`src/rtl/core/csiq_pkg.sv`:
```
// ----------------------------------------------------------------------------
// csiq_pkg
// Shared types and fixed-point constants of the scene index quantizer.
// ----------------------------------------------------------------------------
package csiq_pkg;

  typedef enum logic [1:0] {
    MODE_SAMPLE   = 2'd0,
    MODE_SET_BIAS = 2'd1,
    MODE_SET_CNT  = 2'd2,
    MODE_CONSUME  = 2'd3
  } mode_t;

  localparam int SCENE_MAX_DEF = 64;

  // shared multiplier operand and product widths
  localparam int MUL_A_W = 34;
  localparam int MUL_B_W = 18;
  localparam int PROD_W  = MUL_A_W + MUL_B_W;

  // mixed position bias + gain * cv, Q.27
  localparam int P_W     = 34;
  localparam int FRAC_W  = 15;

  localparam logic signed [PROD_W-1:0] HALF_Q27 =
    {{(PROD_W-27){1'b0}}, 1'b1, 26'b0};
  localparam logic signed [P_W-1:0] ONE_Q27 =
    {{(P_W-28){1'b0}}, 1'b1, 27'b0};
  localparam logic [16:0] ONE_Q15 = 17'h08000;
  localparam logic [15:0] POS_ONE = 16'h8000;

endpackage

```
`src/rtl/core/csiq_if.sv`:
```
// ----------------------------------------------------------------------------
// csiq_if
// Valid/ready channels of the scene index quantizer: event beats in, result
// beats out.
// ----------------------------------------------------------------------------
interface csiq_cmd_if;
  logic               valid;
  logic               ready;
  logic [1:0]         mode;
  logic signed [15:0] cv;
  logic signed [15:0] gain;
  logic signed [16:0] bias_value;
  logic [6:0]         count_value;

  modport source (output valid, mode, cv, gain, bias_value, count_value,
                  input ready);
  modport sink   (input valid, mode, cv, gain, bias_value, count_value,
                  output ready);
endinterface

interface csiq_res_if;
  logic        valid;
  logic        ready;
  logic [6:0]  scene_index;
  logic [15:0] position;
  logic        tracking_cv;
  logic        flag_taken;

  modport source (output valid, scene_index, position, tracking_cv, flag_taken,
                  input ready);
  modport sink   (input valid, scene_index, position, tracking_cv, flag_taken,
                  output ready);
endinterface

```
`src/rtl/core/cv_scene_index_quantizer.sv`:
```
// ----------------------------------------------------------------------------
// cv_scene_index_quantizer
// Maps a control voltage and gain onto a scene index with hysteresis-free
// rounding, tracks manual/cv mode and keeps a pending-change flag.
// ----------------------------------------------------------------------------
// One event beat is taken at a time; cmd.ready is high only while the
// sequencer is idle. A sample runs the tracking test, the mix, the quantize
// and the fire steps, and skips the 3 tracking-test steps when already
// tracking cv. A bias set or a count set runs the mix, quantize and fire
// steps. A consume, or a count set with the current count, goes straight to
// the done state. A count set that re-anchors the bias first runs the
// bit-serial division. The steps come from the single 34x18 signed
// multiplier, used at most once per step, and the one-bit-per-cycle
// restoring divider. A finished result sits in the output register, so the
// next event is accepted while it waits to be taken.
module cv_scene_index_quantizer
  import csiq_pkg::*;
#(
  parameter int SCENE_MAX = SCENE_MAX_DEF
) (
  input  logic clk,
  input  logic rst,
  csiq_cmd_if.sink   cmd,
  csiq_res_if.source res
);

  localparam int CW    = $clog2(SCENE_MAX + 1);
  localparam int DVD_W = CW + FRAC_W;
  localparam int DC_W  = $clog2(DVD_W + 1);
  localparam int IDX_W = PROD_W - 27;

  typedef enum logic [9:0] {
    S_IDLE  = 10'b00_0000_0001,
    S_YLD_A = 10'b00_0000_0010,
    S_YLD_B = 10'b00_0000_0100,
    S_YLD_C = 10'b00_0000_1000,
    S_MIX_M = 10'b00_0001_0000,
    S_MIX_A = 10'b00_0010_0000,
    S_QUANT = 10'b00_0100_0000,
    S_FIRE  = 10'b00_1000_0000,
    S_DIV   = 10'b01_0000_0000,
    S_DONE  = 10'b10_0000_0000
  } state_t;

  state_t state;

  // architectural state
  logic [15:0]        bias_level;
  logic [CW-1:0]      scene_total;
  logic signed [15:0] last_cv;
  logic signed [15:0] entry_cv;
  logic signed [15:0] entry_gain;
  logic               cv_tracking;
  logic [CW-1:0]      fired_index;
  logic               change_pending;

  // per-event working registers
  mode_t              mode_r;
  logic signed [15:0] gain_r;
  logic signed [PROD_W-1:0] prod;
  logic signed [P_W-1:0]    p;
  logic [15:0]        pos_r;
  logic               taken_r;
  logic [CW-1:0]      rem;
  logic [DVD_W-1:0]   quo;
  logic [DC_W-1:0]    div_cnt;

  // shared multiplier
  logic signed [MUL_A_W-1:0] mul_a;
  logic signed [MUL_B_W-1:0] mul_b;
  logic signed [PROD_W-1:0]  mul_p;
  logic signed [16:0]        dcv;

  // event decode
  mode_t         cmd_mode;
  logic [CW-1:0] nsat;
  logic [CW-1:0] k_anchor;
  logic [16:0]   bias_clamped;

  // quantizer
  logic signed [PROD_W-1:0] s_round;
  logic [IDX_W-1:0]         idx_raw;
  logic [CW-1:0]            idx;
  logic signed [P_W-1:0]    bias_q27;

  // divider step
  logic [CW:0]      trial;
  logic             div_ge;
  logic [CW-1:0]    rem_next;
  logic [DVD_W-1:0] quo_next;

  logic cmd_fire;
  logic res_free;

  assign cmd.ready = (state == S_IDLE);
  assign cmd_fire  = cmd.valid && cmd.ready;
  assign res_free  = !res.valid || res.ready;
  assign cmd_mode  = mode_t'(cmd.mode);

  always_comb begin
    if (32'(cmd.count_value) > 32'(SCENE_MAX)) begin
      nsat = CW'(SCENE_MAX);
    end else begin
      nsat = CW'(cmd.count_value);
    end
    k_anchor = (fired_index > nsat) ? nsat : fired_index;
    if (cmd.bias_value < 0) begin
      bias_clamped = '0;
    end else if ($unsigned(cmd.bias_value) > ONE_Q15) begin
      bias_clamped = ONE_Q15;
    end else begin
      bias_clamped = $unsigned(cmd.bias_value);
    end
  end

  assign dcv = 17'(last_cv) - 17'(entry_cv);

  always_comb begin
    case (state)
      S_YLD_A: begin
        mul_a = MUL_A_W'(entry_gain);
        mul_b = MUL_B_W'(dcv);
      end
      S_YLD_B: begin
        mul_a = $signed(prod[MUL_A_W-1:0]);
        mul_b = $signed(MUL_B_W'(scene_total));
      end
      S_MIX_M: begin
        mul_a = MUL_A_W'(gain_r);
        mul_b = MUL_B_W'(last_cv);
      end
      S_QUANT: begin
        mul_a = MUL_A_W'(p);
        mul_b = $signed(MUL_B_W'(scene_total));
      end
      default: begin
        mul_a = '0;
        mul_b = '0;
      end
    endcase
  end

  assign mul_p    = mul_a * mul_b;
  assign bias_q27 = $signed({{(P_W-28){1'b0}}, bias_level, 12'b0});

  // floor(p * n + 1/2), clipped to 0..n
  always_comb begin
    s_round = prod + HALF_Q27;
    idx_raw = s_round[PROD_W-1:27];
    if (s_round < 0) begin
      idx = '0;
    end else if (idx_raw > IDX_W'(scene_total)) begin
      idx = scene_total;
    end else begin
      idx = idx_raw[CW-1:0];
    end
  end

  // restoring division, one quotient bit per cycle
  always_comb begin
    trial    = {rem, quo[DVD_W-1]};
    div_ge   = trial >= {1'b0, scene_total};
    rem_next = div_ge ? CW'(trial - {1'b0, scene_total}) : CW'(trial);
    quo_next = {quo[DVD_W-2:0], div_ge};
  end

  always_ff @(posedge clk) begin
    if (rst) begin
      state          <= S_IDLE;
      bias_level     <= '0;
      scene_total    <= '0;
      last_cv        <= '0;
      entry_cv       <= '0;
      entry_gain     <= '0;
      cv_tracking    <= 1'b0;
      fired_index    <= '0;
      change_pending <= 1'b0;
      res.valid      <= 1'b0;
    end else begin
      if (state == S_DONE && res_free) begin
        res.valid <= 1'b1;
      end else if (res.ready) begin
        res.valid <= 1'b0;
      end
      case (state)
        S_IDLE: begin
          if (cmd_fire) begin
            mode_r  <= cmd_mode;
            gain_r  <= cmd.gain;
            taken_r <= 1'b0;
            pos_r   <= '0;
            case (cmd_mode)
              MODE_SAMPLE: begin
                last_cv <= cmd.cv;
                state   <= cv_tracking ? S_MIX_M : S_YLD_A;
              end
              MODE_SET_BIAS: begin
                bias_level  <= bias_clamped[15:0];
                entry_cv    <= last_cv;
                entry_gain  <= cmd.gain;
                cv_tracking <= 1'b0;
                state       <= S_MIX_M;
              end
              MODE_SET_CNT: begin
                if (nsat == scene_total) begin
                  state <= S_DONE;
                end else begin
                  scene_total <= nsat;
                  if (nsat != '0 && fired_index != '0) begin
                    rem     <= '0;
                    quo     <= {k_anchor, FRAC_W'(0)} + DVD_W'(nsat >> 1);
                    div_cnt <= DC_W'(DVD_W);
                    state   <= S_DIV;
                  end else begin
                    if (nsat == '0) begin
                      bias_level <= '0;
                    end
                    state <= S_MIX_M;
                  end
                end
              end
              default: begin
                taken_r        <= change_pending;
                change_pending <= 1'b0;
                state          <= S_DONE;
              end
            endcase
          end
        end
        S_YLD_A: begin
          prod  <= mul_p;
          state <= S_YLD_B;
        end
        S_YLD_B: begin
          prod  <= mul_p;
          state <= S_YLD_C;
        end
        S_YLD_C: begin
          // |gain_entry * dcv * n| > 1/2
          if (prod > HALF_Q27 || prod < -HALF_Q27) begin
            cv_tracking <= 1'b1;
          end
          state <= S_MIX_M;
        end
        S_DIV: begin
          rem     <= rem_next;
          quo     <= quo_next;
          div_cnt <= div_cnt - 1'b1;
          if (div_cnt == DC_W'(1)) begin
            bias_level <= quo_next[15:0];
            state      <= S_MIX_M;
          end
        end
        S_MIX_M: begin
          prod  <= mul_p;
          state <= S_MIX_A;
        end
        S_MIX_A: begin
          p     <= bias_q27 + $signed(prod[P_W-1:0]);
          state <= S_QUANT;
        end
        S_QUANT: begin
          prod  <= mul_p;
          state <= S_FIRE;
        end
        S_FIRE: begin
          if (idx != fired_index) begin
            fired_index    <= idx;
            change_pending <= 1'b1;
          end
          if (mode_r == MODE_SAMPLE) begin
            if (p < 0) begin
              pos_r <= '0;
            end else if (p > ONE_Q27) begin
              pos_r <= POS_ONE;
            end else begin
              pos_r <= p[27:12];
            end
          end
          state <= S_DONE;
        end
        S_DONE: begin
          if (res_free) begin
            state <= S_IDLE;
          end
        end
        default: begin
          state <= S_IDLE;
        end
      endcase
    end
  end

  // result payload, loaded with the beat
  always_ff @(posedge clk) begin
    if (state == S_DONE && res_free) begin
      res.scene_index <= 7'(fired_index);
      res.position    <= pos_r;
      res.tracking_cv <= cv_tracking;
      res.flag_taken  <= taken_r;
    end
  end

  a_idx_in_range: assert property (@(posedge clk) disable iff (rst)
    (state == S_IDLE) |-> (fired_index <= scene_total))
    else $error("fired index beyond scene count");

  a_bias_in_range: assert property (@(posedge clk) disable iff (rst)
    bias_level <= ONE_Q15[15:0])
    else $error("bias above one");

  a_pending_src: assert property (@(posedge clk) disable iff (rst)
    $rose(change_pending) |-> $past(state == S_FIRE))
    else $error("pending flag set outside index update");

  a_track_src: assert property (@(posedge clk) disable iff (rst)
    $rose(cv_tracking) |-> $past(state == S_YLD_C))
    else $error("cv tracking entered outside tracking test");

endmodule
```
`src/flat_wrapper.sv`:
```
// flat-port wrapper written by rule: the top's interface ports become plain ports
module cv_scene_index_quantizer_flat import csiq_pkg::*;
#(
  parameter int SCENE_MAX = SCENE_MAX_DEF
)
  (clk, rst, cmd_valid, cmd_mode, cmd_cv, cmd_gain, cmd_bias_value, cmd_count_value, cmd_ready, res_valid, res_scene_index, res_position, res_tracking_cv, res_flag_taken, res_ready);
  csiq_cmd_if cmd_i ();
  csiq_res_if res_i ();
  input  logic clk;
  input  logic rst;
  input wire logic [$bits(cmd_i.valid)-1:0] cmd_valid;
  input wire logic [$bits(cmd_i.mode)-1:0] cmd_mode;
  input wire logic [$bits(cmd_i.cv)-1:0] cmd_cv;
  input wire logic [$bits(cmd_i.gain)-1:0] cmd_gain;
  input wire logic [$bits(cmd_i.bias_value)-1:0] cmd_bias_value;
  input wire logic [$bits(cmd_i.count_value)-1:0] cmd_count_value;
  output wire logic [$bits(cmd_i.ready)-1:0] cmd_ready;
  output wire logic [$bits(res_i.valid)-1:0] res_valid;
  output wire logic [$bits(res_i.scene_index)-1:0] res_scene_index;
  output wire logic [$bits(res_i.position)-1:0] res_position;
  output wire logic [$bits(res_i.tracking_cv)-1:0] res_tracking_cv;
  output wire logic [$bits(res_i.flag_taken)-1:0] res_flag_taken;
  input wire logic [$bits(res_i.ready)-1:0] res_ready;
  assign cmd_i.valid = cmd_valid;
  assign cmd_i.mode = cmd_mode;
  assign cmd_i.cv = cmd_cv;
  assign cmd_i.gain = cmd_gain;
  assign cmd_i.bias_value = cmd_bias_value;
  assign cmd_i.count_value = cmd_count_value;
  assign cmd_ready = cmd_i.ready;
  assign res_valid = res_i.valid;
  assign res_scene_index = res_i.scene_index;
  assign res_position = res_i.position;
  assign res_tracking_cv = res_i.tracking_cv;
  assign res_flag_taken = res_i.flag_taken;
  assign res_i.ready = res_ready;
  cv_scene_index_quantizer #(.SCENE_MAX(SCENE_MAX)) u_core (.clk(clk), .rst(rst), .cmd(cmd_i), .res(res_i));
endmodule
```
`config.mk`:
```
export PLATFORM = sky130hd
export DESIGN_NAME = cv_scene_index_quantizer_flat
export DESIGN_NICKNAME = d
export VERILOG_FILES = /design/src/rtl/core/csiq_pkg.sv /design/src/rtl/core/csiq_if.sv /design/src/rtl/core/cv_scene_index_quantizer.sv /design/src/flat_wrapper.sv
export SDC_FILE = /design/constraint.sdc
export NUM_CORES = 2
export LEC_CHECK = 0
export BUFFER_PORTS_ARGS = -buffer_cell sky130_fd_sc_hd__clkbuf_2
export CAP_MARGIN = 30
export CORE_MARGIN = 2
export CORE_UTILIZATION = 45
export CTS_CLUSTER_DIAMETER = 40
export DETAILED_ROUTE_END_ITERATION = 12
export PLACE_DENSITY = 0.63
export SYNTH_ARGS = -nofsm -noshare
export SYNTH_HDL_FRONTEND = slang
export SYNTH_SLANG_ARGS = --single-unit
```
`constraint.sdc`:
```
create_clock -name clk -period 17.8 [get_ports clk]
set_clock_uncertainty 0.15 [all_clocks]
set_input_delay 4.45 -clock clk [delete_from_list [all_inputs] [get_ports clk]]
set_output_delay 4.45 -clock clk [all_outputs]
set_load 0.02 [all_outputs]
```
==> flow_summary.toml <==
[status]
outcome = "completed"

[worst_setup_path]
critical_path.startpoint = "u_core.state[5]"
cpMostUsedCell = "sky130_fd_sc_hd__fa_1"
master_of_the_slowest_instance_on_the_critical_path = "sky130_fd_sc_hd__or3b_1"
setup.worst_path.start_class = "flop"
worst-setup-path-type = "flop to flop"
critical_path_required_ps = 17910
critical_path.max_fanout = 44
crit_family = "adder cells"
largest_stage_delay_worst_path_ps = 690
critical_path_arrival_ps = 10480
rr_startpoint = "u_core.state[5]"
cp_num_buf_inv = 6
worst_setup_path_end_kind = "flop"

[synth]
synth.cell_area_um2 = 34510
synth-async-reset-ratio = 0
yosysWarningCount = 0
syn_avg_cell_area_um2 = 9.102
synth_edf_count = 180
ys_ff_latch = 271
synth_fp_nets = 4628
netlist_instances = 3791
yosysSeqAreaShare = 0.2094
ys_dominant_reg_cell = "sky130_fd_sc_hd__edfxtp_1"
synth_cell_types = 83

[timing]
headroom_to_the_max_slew_limit = 0.2344
max_frequency_mhz = 96.49
final-max-slew-violation-count = 0
finalCritPeriodShare = 0.5822
fin_tns_setup_ps = 0
tightest_slew_ps = 1148
final_period_demand_of_the_worst_path_ps = 10360
rsz_0062_raised_after_global_routing = "false"
layout_setup_ws_ps = 7436
setup_viol_count_final = 0
finalHoldViolations = 0

[placement]
io_buffer_count = 88
dpl.hpwl_um = 73460
detailedPlace.worstSlack_ps = 7550
dpl-instance-area_um2 = 36150
place_congestion = 0.9450
placed_cells_incl_taps = 4796

[power_and_ir_drop]
p_per_area_nw_per_um2 = 42.79
worst_ir_drop_vdd_mv = 0.05924
power_leakage_nw = 17.50

[floorplanning]
die_h_um = 280.9
floorplan.initialDensity = 0.4543
floorplan.rows = 101
top_level_pins = 89
core_region_area_um2 = 75950
fp.dieArea_um2 = 78910
floorplan.die.width_um = 280.9

[clock_tree]
tritoncts.num_buffers = 34
root_buffer = "sky130_fd_sc_hd__clkbuf_16"
tritoncts = "built"
clock_tree.buffer_depth = 3
postCtsSetupRepairBufs = 0
postCtsHoldBufs = 0
cts_htree_levels = 2
clock-sinks = 271
clock_latency_ps = 530
post_cts_resize_count = 0
clk_pin_slew_ps = 70

[global_routing]
grt.total_usage = 0.2496
number_of_antenna_violations_at_the_first_check_in_global_routing = 0
grt_start_max_net_pins = 67
grt_first_pass_wirelength_um = 151800
grt_pass1_vias = 26570
global_route.overflow_total = 0

[final_layout]
layout.cell_area.non_filler_um2 = 37250
area_growth_syn_to_layout_pct = 7.952
layout.cells.most_common = "sky130_fd_sc_hd__inv_1"
fin_nets = 4639
layout-drive-gt1-share = 0.06533
layout.cells.non_filler = 4859
final_cell_mix = "sky130_fd_sc_hd__inv_1, sky130_fd_sc_hd__nand2_1, sky130_fd_sc_hd__fa_1"

[route]
vias = 26030
dr.pass1.iters = 5
post_drt_wl_per_cell_um = 19.64
route.detailed.vias_per_inst = 5.357
drcViolationCount = 0
drtIter0Drc = 1914
drtAntennaViolNets = 0
totalWireLength_um = 95410

[hold_path]
timing.hold.worst.start = "u_core.pos_r[5]"
holdCritPathClass = "flop to flop"

[flow_run]
max_capacitance_violation_total = 0
[Yosys cell counts, types with 6 or more instances]
master / count / area share
sky130_fd_sc_hd__a21boi_0: 8 / 0.0017
sky130_fd_sc_hd__inv_1: 784 / 0.085
sky130_fd_sc_hd__o211ai_1: 13 / 0.0028
sky130_fd_sc_hd__a211oi_1: 27 / 0.0059
sky130_fd_sc_hd__o21a_1: 12 / 0.0026
sky130_fd_sc_hd__nor4_1: 24 / 0.0044
sky130_fd_sc_hd__a31oi_1: 13 / 0.0024
sky130_fd_sc_hd__or3_1: 19 / 0.0034
sky130_fd_sc_hd__ha_1: 186 / 0.067
sky130_fd_sc_hd__buf_2: 7 / 0.0010
sky130_fd_sc_hd__a21oi_1: 175 / 0.025
sky130_fd_sc_hd__or4_1: 6 / 0.0013
sky130_fd_sc_hd__edfxtp_1: 180 / 0.16
sky130_fd_sc_hd__nand2_1: 665 / 0.072
sky130_fd_sc_hd__xnor2_1: 73 / 0.019
sky130_fd_sc_hd__dfxtp_1: 91 / 0.053
sky130_fd_sc_hd__nor2_1: 201 / 0.022
sky130_fd_sc_hd__o21ai_1: 10 / 0.0015
sky130_fd_sc_hd__nor2b_1: 29 / 0.0053
sky130_fd_sc_hd__nand2b_1: 25 / 0.0045
sky130_fd_sc_hd__a21o_1: 42 / 0.0091
sky130_fd_sc_hd__clkbuf_1: 146 / 0.016
sky130_fd_sc_hd__or2_2: 6 / 0.0011
sky130_fd_sc_hd__a22oi_1: 29 / 0.0063
sky130_fd_sc_hd__and3_1: 17 / 0.0031
sky130_fd_sc_hd__fa_1: 589 / 0.34
sky130_fd_sc_hd__and4_1: 7 / 0.0018
sky130_fd_sc_hd__nand4_1: 21 / 0.0038
sky130_fd_sc_hd__mux2i_1: 20 / 0.0058
sky130_fd_sc_hd__and2_1: 82 / 0.015
sky130_fd_sc_hd__nand3_1: 37 / 0.0054
sky130_fd_sc_hd__a221o_1: 22 / 0.0064
sky130_fd_sc_hd__o21ai_0: 58 / 0.0084
sky130_fd_sc_hd__xor2_1: 27 / 0.0069
sky130_fd_sc_hd__nor3_1: 31 / 0.0045
sky130_fd_sc_hd__a221oi_1: 6 / 0.0015
[flip-flops by register name (all words and copies together), names as in the netlist, 10 cells and up]
signal               flops
u_core.prod             52
u_core.p                34
u_core.quo              22
u_core.bias_level       16
u_core.entry_cv         16
u_core.entry_gain       16
u_core.gain_r           16
u_core.last_cv          16
u_core.pos_r            16
u_core.res.position     16
u_core.state            10
[routing by layer]
| metal | GRT usage | share of wire | vias up |
|---|---|---|---|
| met5 | 0 | 0 | - |
| met4 | 0.06609 | 0.027 | 0 |
| met3 | 0.02519 | 0.060 | 142 |
| met2 | 0.4249 | 0.49 | 808 |
| met1 | 0.3404 | 0.42 | 13190 |
| li1 | - | - | 11890 |
[power breakdown]
| part | total, mW | switching [mW] | leakage (nW) | internal, mW |
|---|---|---|---|---|
| clock | 0.680 | 0.288 | 0.544 | 0.391 |
| sequential | 0.715 | 0.0187 | 2.40 | 0.697 |
| combinational | 0.199 | 0.126 | 14.6 | 0.0734 |
| total | 1.59 | 0.433 | 17.5 | 1.16 |
[cells by family after synthesis]
kind of cell | after synthesis | synth area share
and+or+nand+nor | 1199 | 0.1558
adders and majority gates | 775 | 0.4092
buffers and inverters | 949 | 0.1040
AOI/OAI and AO/OA | 474 | 0.08949
xor gates and xnor gates | 100 | 0.02538
DFF | 271 | 0.2094
muxes | 23 | 0.006780
[path summary, 6_finish.rpt]
path	endpoint	slack (ps)	cells after the start
max	u_core.prod[48]	7440	30
min	u_core.res.position[5]	260	0
max reg2reg	u_core.prod[48]	7440	30
min reg2reg	u_core.res.position[5]	260	0
[layout make-up]
cell class	count	area, um^2
repair buffers	138	853.3
flip-flops and latches	271	7227
clock buffers	39	912.1
diodes	2	5.005
well taps	1030	1289
inverters	786	2950
clock inverters	22	185.2
fillers	7186	38700
multi-input cells	2571	23830
[per-stage QoR]
| stage | util | hold slack, ps | total power, mW |
|---|---|---|---|
| 6_report | 0.4905 | 264.2 | 1.594 |
| 5_1_grt | 0.4904 | 272.1 | 1.654 |
| 4_1_cts | 0.4904 | 270.0 | 1.603 |
| 3_5_place_dp | 0.4760 | 255.4 | 0.9247 |
| 3_3_place_gp | 0.4750 | 253.5 | 0.9214 |
| 2_1_floorplan | - | 250.3 | 0.8592 |
(Power assumes the default switching activity.)
